==> src/hw/rtl/rfp_pkg.sv <==
// Shared types and constants for the ranging frame parser.
`default_nettype none

package rfp_pkg;

  // Frame layout.
  localparam logic [7:0] HeaderByte = 8'h59;
  localparam logic [7:0] HeaderSum  = 8'hB2;
  localparam int         BodyLen    = 6;
  localparam int         BodyIdxW   = 3;

  // Register widths and reset values.
  localparam int          HdrLimW        = 10;
  localparam int          WaitLimW       = 8;
  localparam int          CfgIdxW        = 2;
  localparam int          CfgDataW       = 10;
  localparam logic [9:0]  HdrLimReset    = 10'd32;
  localparam logic [7:0]  WaitLimReset   = 8'd10;

  // Register indexes on the configuration port.
  typedef enum logic [CfgIdxW-1:0] {
    CFG_HDR_LIMIT  = 2'd0,
    CFG_WAIT_LIMIT = 2'd1
  } cfg_idx_t;

  // Result status codes.
  typedef enum logic [1:0] {
    ST_OK       = 2'd0,
    ST_TIMEOUT  = 2'd1,
    ST_HEADER   = 2'd2,
    ST_CHECKSUM = 2'd3
  } status_t;

  // Input word: a received byte or a millisecond tick.
  typedef struct packed {
    logic       mode;
    logic [7:0] byte_value;
  } in_item_t;

  // Result word.
  typedef struct packed {
    status_t     result_status;
    logic [15:0] distance;
    logic [15:0] strength;
    logic [15:0] temperature_code;
  } out_item_t;

  // Result handed from the parser core to the output register.
  typedef struct packed {
    logic      valid;
    out_item_t item;
  } res_t;

endpackage

`default_nettype wire

==> src/hw/rtl/rfp_core.sv <==
// Input register, configuration registers and frame parsing state.
`default_nettype none

module rfp_core (
  input  wire logic              clk,
  input  wire logic              rst_n,
  input  wire logic              in_valid,
  output logic                   in_stall,
  input  wire rfp_pkg::in_item_t in_data,
  input  wire logic              cfg_valid,
  input  wire logic [rfp_pkg::CfgIdxW-1:0]  cfg_index,
  input  wire logic [rfp_pkg::CfgDataW-1:0] cfg_wdata,
  input  wire logic              res_take,
  output rfp_pkg::res_t          res
);
  import rfp_pkg::*;

  // Input stage.
  logic     v1_r;
  in_item_t item1_r;
  logic     adv;
  logic     accept;

  // Configuration.
  logic [HdrLimW-1:0]  hdr_lim_r;
  logic [WaitLimW-1:0] wait_lim_r;

  // Parser state.
  logic                in_frame_r, in_frame_nxt;
  logic [7:0]          prev_r, prev_nxt;
  logic [HdrLimW-1:0]  miss_r, miss_nxt;
  logic [BodyIdxW-1:0] idx_r, idx_nxt;
  logic [7:0]          sum_r, sum_nxt;
  logic [7:0]          idle_r, idle_nxt;
  logic [7:0]          body_r [BodyLen];
  logic                body_we;

  logic       emit;
  status_t    status;
  logic [7:0] idle_inc;

  // Configuration writes.
  always_ff @(posedge clk) begin
    if (!rst_n) begin
      hdr_lim_r  <= HdrLimReset;
      wait_lim_r <= WaitLimReset;
    end else if (cfg_valid) begin
      unique case (cfg_idx_t'(cfg_index))
        CFG_HDR_LIMIT:  hdr_lim_r  <= cfg_wdata;
        CFG_WAIT_LIMIT: wait_lim_r <= cfg_wdata[WaitLimW-1:0];
        default: ;
      endcase
    end
  end

  // Step logic for the word held in the input stage.
  assign idle_inc = idle_r + 8'd1;

  always_comb begin
    in_frame_nxt = in_frame_r;
    prev_nxt     = prev_r;
    miss_nxt     = miss_r;
    idx_nxt      = idx_r;
    sum_nxt      = sum_r;
    idle_nxt     = idle_r;
    body_we      = 1'b0;
    emit         = 1'b0;
    status       = ST_OK;
    if (item1_r.mode) begin
      idle_nxt = idle_inc;
      if (idle_inc >= wait_lim_r) begin
        emit   = 1'b1;
        status = ST_TIMEOUT;
      end
    end else begin
      idle_nxt = '0;
      if (!in_frame_r) begin
        if (prev_r == HeaderByte && item1_r.byte_value == HeaderByte) begin
          in_frame_nxt = 1'b1;
          idx_nxt      = '0;
          sum_nxt      = HeaderSum;
        end else begin
          prev_nxt = item1_r.byte_value;
          if (miss_r >= hdr_lim_r) begin
            emit   = 1'b1;
            status = ST_HEADER;
          end else begin
            miss_nxt = miss_r + 10'd1;
          end
        end
      end else if (idx_r < BodyIdxW'(BodyLen)) begin
        body_we = 1'b1;
        sum_nxt = sum_r + item1_r.byte_value;
        idx_nxt = idx_r + 3'd1;
      end else begin
        emit   = 1'b1;
        status = (sum_r == item1_r.byte_value) ? ST_OK : ST_CHECKSUM;
      end
    end
    // Any result sends the parser back to the hunt.
    if (emit) begin
      in_frame_nxt = 1'b0;
      prev_nxt     = '0;
      miss_nxt     = '0;
      idx_nxt      = '0;
      sum_nxt      = '0;
      idle_nxt     = '0;
    end
  end

  // Result word; data fields are zero unless the frame checks out.
  always_comb begin
    res.valid                 = v1_r && emit;
    res.item.result_status    = status;
    res.item.distance         = '0;
    res.item.strength         = '0;
    res.item.temperature_code = '0;
    if (status == ST_OK) begin
      res.item.distance         = {body_r[1], body_r[0]};
      res.item.strength         = {body_r[3], body_r[2]};
      res.item.temperature_code = {body_r[5], body_r[4]};
    end
  end

  // The stage moves on unless its result finds the output register full and stalled.
  assign adv      = v1_r && (!emit || res_take);
  assign in_stall = v1_r && !adv;
  assign accept   = in_valid && !in_stall;

  always_ff @(posedge clk) begin
    if (!rst_n) begin
      v1_r <= 1'b0;
    end else if (accept) begin
      v1_r <= 1'b1;
    end else if (adv) begin
      v1_r <= 1'b0;
    end
  end

  always_ff @(posedge clk) begin
    if (accept) begin
      item1_r <= in_data;
    end
  end

  // Parser state update.
  always_ff @(posedge clk) begin
    if (!rst_n) begin
      in_frame_r <= 1'b0;
      prev_r     <= '0;
      miss_r     <= '0;
      idx_r      <= '0;
      sum_r      <= '0;
      idle_r     <= '0;
    end else if (adv) begin
      in_frame_r <= in_frame_nxt;
      prev_r     <= prev_nxt;
      miss_r     <= miss_nxt;
      idx_r      <= idx_nxt;
      sum_r      <= sum_nxt;
      idle_r     <= idle_nxt;
    end
  end

  // Body byte store.
  always_ff @(posedge clk) begin
    if (adv && body_we) begin
      body_r[idx_r] <= item1_r.byte_value;
    end
  end

`ifndef SYNTH
  // While hunting, the body index and checksum stay cleared.
  a_hunt_clear: assert property (@(posedge clk) disable iff (!rst_n)
    !in_frame_r |-> (idx_r == '0 && sum_r == '0))
    else $error("body state not cleared while hunting");

  // The body index never runs past the body.
  a_idx_range: assert property (@(posedge clk) disable iff (!rst_n)
    idx_r <= BodyIdxW'(BodyLen))
    else $error("body index out of range");

  // A word held back by a full output register stays in the stage.
  a_stage_hold: assert property (@(posedge clk) disable iff (!rst_n)
    (v1_r && !adv) |=> (v1_r && $stable(item1_r)))
    else $error("held input word lost");
`endif

endmodule

`default_nettype wire

==> src/hw/rtl/rfp_out_reg.sv <==
// Output register for result words.
`default_nettype none

module rfp_out_reg (
  input  wire logic             clk,
  input  wire logic             rst_n,
  input  wire rfp_pkg::res_t    res,
  output logic                  res_take,
  output logic                  out_valid,
  input  wire logic             out_stall,
  output rfp_pkg::out_item_t    out_data
);
  import rfp_pkg::*;

  logic      out_valid_r;
  out_item_t out_data_r;

  // The register can load when empty or when its word leaves this cycle.
  assign res_take = !out_valid_r || !out_stall;

  always_ff @(posedge clk) begin
    if (!rst_n) begin
      out_valid_r <= 1'b0;
    end else if (res_take) begin
      out_valid_r <= res.valid;
    end
  end

  always_ff @(posedge clk) begin
    if (res_take && res.valid) begin
      out_data_r <= res.item;
    end
  end

  assign out_valid = out_valid_r;
  assign out_data  = out_data_r;

`ifndef SYNTH
  // A result offered while the register can take it shows up next cycle.
  a_load: assert property (@(posedge clk) disable iff (!rst_n)
    (res.valid && res_take) |=> out_valid_r)
    else $error("result word dropped");

  // With no result offered, a word that leaves is not replaced.
  a_drain: assert property (@(posedge clk) disable iff (!rst_n)
    (!res.valid && res_take) |=> !out_valid_r)
    else $error("result word invented");

  // A stalled word keeps its data.
  a_keep: assert property (@(posedge clk) disable iff (!rst_n)
    (out_valid_r && out_stall) |=> (out_valid_r && $stable(out_data_r)))
    else $error("stalled result word changed");
`endif

endmodule

`default_nettype wire

==> src/hw/rtl/ranging_frame_parser.sv <==
// Top level of the ranging frame parser.
//
//   channel  direction  handshake          word
//   in_      input      valid / stall      mode, byte_value
//   out_     output     valid / stall      result_status, distance, strength,
//                                          temperature_code
//   cfg_     input      valid / ready      register index, write data
//
// One word is taken every cycle while the input does not stall; it is held in
// the input register, and any result it produces is loaded from there into the
// output register, which drives out_valid.
// The input stalls only when a word that produces a result meets a full,
// stalled output register. Reset is synchronous and returns the parser to
// header hunting with default limits.
`default_nettype none

module ranging_frame_parser (
  input  wire logic                          clk,
  input  wire logic                          rst_n,
  input  wire logic                          in_valid,
  output logic                               in_stall,
  input  wire rfp_pkg::in_item_t             in_data,
  output logic                               out_valid,
  input  wire logic                          out_stall,
  output rfp_pkg::out_item_t                 out_data,
  input  wire logic                          cfg_valid,
  output logic                               cfg_ready,
  input  wire logic [rfp_pkg::CfgIdxW-1:0]   cfg_index,
  input  wire logic [rfp_pkg::CfgDataW-1:0]  cfg_wdata
);
  import rfp_pkg::*;

  res_t res;
  logic res_take;

  // Registers accept a write in any cycle.
  assign cfg_ready = 1'b1;

  rfp_core u_core (
    .clk       (clk),
    .rst_n     (rst_n),
    .in_valid  (in_valid),
    .in_stall  (in_stall),
    .in_data   (in_data),
    .cfg_valid (cfg_valid),
    .cfg_index (cfg_index),
    .cfg_wdata (cfg_wdata),
    .res_take  (res_take),
    .res       (res)
  );

  rfp_out_reg u_out (
    .clk       (clk),
    .rst_n     (rst_n),
    .res       (res),
    .res_take  (res_take),
    .out_valid (out_valid),
    .out_stall (out_stall),
    .out_data  (out_data)
  );

endmodule

`default_nettype wire
==> config.mk <==
export PLATFORM = sky130hd
export DESIGN_NAME = ranging_frame_parser
export DESIGN_NICKNAME = d
export VERILOG_FILES = /design/src/hw/rtl/rfp_pkg.sv /design/src/hw/rtl/rfp_core.sv /design/src/hw/rtl/rfp_out_reg.sv /design/src/hw/rtl/ranging_frame_parser.sv
export SDC_FILE = /design/constraint.sdc
export NUM_CORES = 1
export LEC_CHECK = 0
export BUFFER_PORTS_ARGS = -buffer_cell sky130_fd_sc_hd__buf_4
export CAP_MARGIN = 20
export CORE_MARGIN = 3
export CORE_UTILIZATION = 55
export CTS_CLUSTER_SIZE = 28
export DETAILED_ROUTE_END_ITERATION = 10
export PLACE_DENSITY = 0.86
export SLEW_MARGIN = 0
export SYNTH_ARGS = -nofsm -noshare
export SYNTH_HDL_FRONTEND = slang
export SYNTH_SLANG_ARGS = --single-unit
==> constraint.sdc <==
create_clock -name clk -period 10.8 [get_ports clk]
set_clock_uncertainty 0.2 [all_clocks]
set_input_delay 0.54 -clock clk [delete_from_list [all_inputs] [get_ports clk]]
set_output_delay 0.54 -clock clk [all_outputs]
set_load 0.05 [all_outputs]
# After elaboration in Yosys (flattened, before gate mapping)
# Memory sizes are Yosys's and may differ from the RTL's. A register that Yosys moved wholly into a read port is not among the register bits.
# Index checks and enable logic that the tools add are counted.
[totals]
reg_bits = 69
latch_bits = 0
mem_bits_rw = 48
mem_bits_ro = 0
in_bits = 26
output_inout_bits = 53
word_cells = 105
memories = 1
[memory_table]
columns = ["name", "depth", "width", "read_ports", "rd_ports_with_merged_regs", "write_ports", "line_no", "text"]
rows = [
  ["u_core.body_r", 6, 8, 6, 6, 1, "rfp_core.sv:35", "logic [7:0] body_r [BodyLen];"],
]
[op_classes]
add_sub_neg = 4
multipliers = 0
n_div = 0
magnitude_cmp = 3
n_eq_ne = 9
shift = 0
muxes = 45
n_bitwise = 0
reduce_logical = 30
[op_table]
columns = ["operator", "n"]
rows = [
  ["$mux 8", 11],
  ["$mux 10", 5],
  ["$mux 1", 18],
  ["$eq 8x7->1 const B", 2],
  ["$mux 3", 5],
  ["$mux 2", 6],
  ["$logic_not 1->1", 11],
  ["$add 10x1->10 const B", 1],
  ["$ge 10x10->1", 1],
  ["$add 8x1->8 const B", 1],
  ["$add 8x8->8", 1],
  ["$eq 8x8->1", 1],
  ["$ge 8x8->1", 1],
  ["$reduce_and 4->1", 2],
  ["$logic_and 1x1->1", 7],
  ["$reduce_and 2->1", 3],
  ["$reduce_and 5->1", 1],
  ["$logic_not 2->1", 2],
  ["$ne 2x1->1 const B", 2],
  ["$ne 2x2->1 const B", 2],
  ["$add 3x1->3 const B", 1],
  ["$lt 3x3->1 const B", 1],
  ["$ne 3x3->1 const B", 1],
  ["$reduce_bool 3->1", 1],
  ["3 further kinds", 4],
]

# Logic depth before layout (Yosys ltp)
[depth]
ltp_word = 13
depth_mapped = 13
ltp_nobuf = 11

# Modules after synthesis
# A second synthesis with hierarchy kept.
[hier_totals]
hier_cells = 636
hier_area_um2 = 7377.1
[by_module_without_submodules]
columns = ["module", "n_inst", "cells_each", "area_per_inst_um2", "seq_area_each_um2"]
rows = [
  ["rfp_core", 1, 579, 5823.1, 2852.7],
  ["rfp_out_reg", 1, 55, 1542.7, 1521.5],
  ["ranging_frame_parser", 1, 2, 11.3, 0.0],
]

# Worst setup path after synthesis
# No wires, ideal clock.
[synth_timing]
kind = "register to register"
startpoint = "register u_core.idle_r[2]"
endpoint = "register u_out.out_data[0] (netlist name)"
setup_ns = 0.581
arrival_ns = 6.806
required_ns = 10.019
slack_ns = 3.213
path_stages_with_launch = 12
path_buffers = 1
synth_period_minus_slack_ns = 7.587
cell_sequence = "dfxtp_1 nand3_1 nor2_1 nand3_1 xnor2_1 ha_1 and3_1 o211ai_1 o21a_1 nand2b_2 buf_6 nor4_1"
[synth_via]
elab_chain_len = 6
elab_cells_between_ends = 10
classes_between = "add/sub: 1; order compare: 1; mux: 4; reduce/logical: 4"
[synth_rtl]
columns = ["item", "line_no", "text"]
rows = [
  ["from (decl)", "rfp_core.sv:34", "logic [7:0] idle_r, idle_nxt;"],
  ["from (signal assigned)", "rfp_core.sv:161", "idle_r <= idle_nxt;"],
  ["$add 8x1->8 *", "rfp_core.sv:57", "assign idle_inc = idle_r + 8'd1;"],
  ["$ge 8x8->1 *", "rfp_core.sv:71", "if (idle_inc >= wait_lim_r) begin"],
  ["$mux 1", "rfp_core.sv:71", ""],
  ["$mux 2 or $mux 1 (tied branches)", "rfp_core.sv:69", "if (item1_r.mode) begin"],
  ["$logic_not 2->1 or $logic_and 1x1->1 (tied branches)", "rfp_core.sv:118, rfp_core.sv:113", ""],
  ["$logic_not 1->1 (no source line) or $logic_and 1x1->1 (tied branches)", "-", ""],
]
# Mark *: on every way between the ends. The rest lies on a longest branch, timed or not.
# A chain may end at the register's enable or synchronous reset.

# Worst setup path after layout
[layout_timing]
startpoint = "register u_core.idle_r[2]"
endpoint = "memory u_core.body_r[4][0] (enable)"
[layout_via]
elab_chain_len = 10
[layout_rtl]
columns = ["item", "line_no", "text"]
rows = [
  ["$add 8x1->8", "rfp_core.sv:57", ""],
  ["$ge 8x8->1", "rfp_core.sv:71", ""],
  ["$mux 1", "rfp_core.sv:71", ""],
  ["$mux 1", "rfp_core.sv:69", ""],
  ["$logic_not 1->1", "rfp_core.sv:126", "assign adv = v1_r && (!emit || res_take);"],
  ["$logic_or 1x1->1", "rfp_core.sv:126", ""],
  ["$logic_and 1x1->1", "rfp_core.sv:126", ""],
  ["$logic_and 1x1->1", "rfp_core.sv:167", "if (adv && body_we) begin"],
  ["$mux 1", "rfp_core.sv:167", ""],
  ["$mux 1 (implied by the code)", "rfp_core.sv:168", "body_r[idx_r] <= item1_r.byte_value;"],
  ["to (decl)", "rfp_core.sv:35", ""],
]
# No other way between the ends.

==> flow_summary_export.csv <==
group,metric,value,unit
run_status,status,"finished, final reports clean",
timing,fin_setup_tns,0,ns
critical_path,cp_common_cell,"nand3_1",
pwr,p_total,1.40,mW
critical_path,cp-endpoint,"u_core.body_r[4][0]",
critical_path,endpoint_kind,"flop",
routing,drtIter0Drc,551,
synth,yosys_warnings,0,
global_routing,antenna_found_initial,0,
critical_path,cp_num_buf_inv,0,
finish,syn_to_final_growth,18.7,%
die,core-area,12700,um^2
synth,synth_seq_area_share,60.9,%
cts,root_buffer,"clkbuf_16",
routing,drc_errors,0,
global_routing,grt_first_pass_wirelength,24600,um
timing,post-route-period-util,43.2,%
die,start_util,56.5,%
pwr,peakVddDrop,0.0943,mV
finish,drive_gt1_share,20.5,%
critical_path,worstPathMaxFanout,12,
critical_path,rr_startpoint,"u_core.idle_r[2]",
synth,ys_ff_latch,165,
placed_design,dpl_cell_area,7890,um^2
cts,clk_pin_slew_worst_paths,0.06,ns
flow_run,drv_cap,0,
min_path,worstHoldStart,"in_data[0]",
global_routing,grt_use_met2,37.2,%
cts,ctsHoldBuffers,0,
finish,final_net_count,730,
finish,layout_common_cells,"107 x edfxtp_1, 78 x buf_4, 58 x dfxtp_1, 51 x nor2b_1, 46 x nand2_1",
pwr,p_per_area,164,nW/um^2
cts,clk-insertion-delay-late,0.43,ns
synth,syn_area_per_cell,12.1,um^2
finish,design_area,8530,um^2
global_routing,grt_overflow,0,
global_routing,grt_pass1_vias,4916,
global_routing,grtUsageTotal,22.0,%
timing,fmax,214,MHz
routing,antenna_left,0,
global_routing,use_met3,6.17,%
critical_path,crit_family,"simple AND/OR/NAND/NOR gates",
routing,wirelength,15500,um
critical_path,cp_cell_sequence,"nand3_1 -> nor2_1 -> nand3_1 -> xnor2_1 -> ha_1 -> and3_1 -> a221oi_1 -> o21a_1 -> nand2b_2 -> o311ai_1 -> nor3_1",
critical_path,critPathSlowestCell,"nor3_1",
timing,slew_violations,0,
pwr,p_leak,3.18,nW
critical_path,cp.depth,11,
finish,layout_commonest_cell,"edfxtp_1",
timing,period_minus_slack,4.66,ns
cts,cts_tree,"done",
critical_path,rr_worst_depth,11,
synth,synth_fp_nets,650,
timing,finalHoldViolations,0,
routing,drt_pass1_iterations,6,
synth,synth_flop_cell,"edfxtp_1",
global_routing,use_met1,26.6,%
timing,worst_slew_pin_slew,1.03,ns
timing,max_slew_margin,30.6,%
die,core.rowCount,41,
cts,cts.sinks,165,
critical_path,startpoint,"u_core.idle_r[2]",
die,die_area,14500,um^2
placed_design,gp_congestion,0.912,
synth,synthesis.area,7190,um^2
critical_path,cp.required,10.64,ns
critical_path,start_kind,"flop",
timing,setup_ws,6.14,ns
cts,cts_made_buffers,17,
synth,synth_edf_count,107,
routing,via_per_inst,5.83,
finish,num_antenna_cells,0,
synth,synth_cell_types,67,
timing,setup_viol,0,
routing,vias,5018,
cts,cts.path.max_buffers,2,
critical_path,ff2ff_setup_slack,6.14,ns
global_routing,top_usage_layer,"met2",
min_path,hold_path_class,"primary input to flop",
finish,register_area,4370,um^2
global_routing,grt_max_degree,51,
finish,multiInputGateArea,2580,um^2
die,fp.dieW,120,um
critical_path,crit_type,"flop to flop",
routing,wl_per_cell,18.0,um
timing,rsz0062_at_grt,"no",
placed_design,dp_slack,6.18,ns
finish,nFillCells,886,
critical_path,crit_arrival,4.51,ns
die,die_h,120,um
cts,htree_num_levels,4,
cts,ctsResizeCount,0,
cts,cts_setup_buffers,0,
synth,netlist_instances,595,
critical_path,max_stage_delay,0.92,ns
critical_path,rr_endpoint,"u_core.body_r[4][0]",
placed_design,detailedPlacementHpwl,10400,um
die,io_pins,79,
placed_design,port_buffers,77,
synth,ys_async_sr_fraction,0,%
==> state kept, by name, summed over array words and instances (netlist names) <==
signal / count
u_out.out_data: 50
u_core.body_r: 48
u_core.hdr_lim_r: 10
u_core.miss_r: 10
u_core.item1_r: 9
u_core.idle_r: 8
u_core.prev_r: 8
u_core.sum_r: 8
u_core.wait_lim_r: 8
u_core.idx_r: 3
u_core.in_frame_r: 1
u_core.v1_r: 1
u_out.out_valid: 1
==> report_power, final <==
part           switching (mW)  leakage (nW)  total, mW  internal (mW)
Combinational          0.0647          1.45      0.101         0.0363
Clock                   0.248         0.283      0.600          0.351
Sequential             0.0150          1.45      0.700          0.685
==> worst reg2reg max path, cell delays in order (launching register included) <==
cell	delay (ns)
dfxtp_1	0.42
nand3_1	0.19
nor2_1	0.31
nand3_1	0.16
xnor2_1	0.24
ha_1	0.29
and3_1	0.19
a221oi_1	0.26
o21a_1	0.47
nand2b_2	0.37
o311ai_1	0.26
nor3_1	0.92
==> how the worst min path moves through the flow <==
stage | depth (start not counted) | endpoint
detailed placement | 2 | u_core.prev_r[3]
finish | 1 | u_core.item1_r[0]
global route | 1 | u_core.item1_r[6]
global placement | 2 | u_core.prev_r[5]
floorplan | 2 | u_core.prev_r[5]
CTS | 1 | u_core.item1_r[7]
==> kinds of logic (layout without fill, tap and decap cells) <==
logic type | count (synthesis) | in the layout | synth area share [%]
muxes | 10 | 10 | 1.43
DFF | 165 | 165 | 60.9
xor gates and xnor gates | 11 | 11 | 1.34
other | 1 | 1 | 0.0522
and+or+nand+nor | 217 | 217 | 16.9
adders and majority gates | 29 | 29 | 5.15
AOI/OAI and AO/OA | 105 | 105 | 10.8
buffers and inverters | 57 | 150 | 3.46
==> synth_stat cells, types with 7 or more instances <==
cell type	instances	area, um^2
edfxtp_1	107	3210
dfxtp_1	58	1160
nor2b_1	51	319
nand2_1	46	173
nor2_1	43	161
inv_1	35	131
ha_1	28	350
a21oi_1	20	100
clkbuf_1	13	48.8
nand3_1	13	65.1
nor3_1	12	60.1
o21ai_0	12	60.1
or3_1	12	75.1
mux2i_1	8	80.1
o211ai_1	8	60.1
o22ai_1	8	50.1
a22o_1	7	61.3
xnor2_1	7	61.3
==> per-stage QoR <==
step                      instances  hold slack, ns  util, %
final                           860          0.0901     67.1
after global routing            860          0.0764     67.1
after CTS                       855          0.0782     66.6
after detailed placement        823           0.262     62.0
after global placement          823           0.250     62.0
after floorplan                 595           0.242        -
==> layer usage <==
metal | part of all wire (%) | wire, um
met5 | 0 | 0
met4 | 2.9 | 443
met3 | 6.6 | 1020
met2 | 51 | 7850
met1 | 40 | 6190
==> cell type report <==
cell class	instances	share of cell area, %
Sequential cell	165	51.3
Multi-Input combinational cell	373	30.2
Timing Repair Buffer	83	7.52
Clock buffer	20	5.23
Tap cell	172	2.52
Clock inverter	12	1.70
Inverter	35	1.54
(Power assumes the default switching activity.)
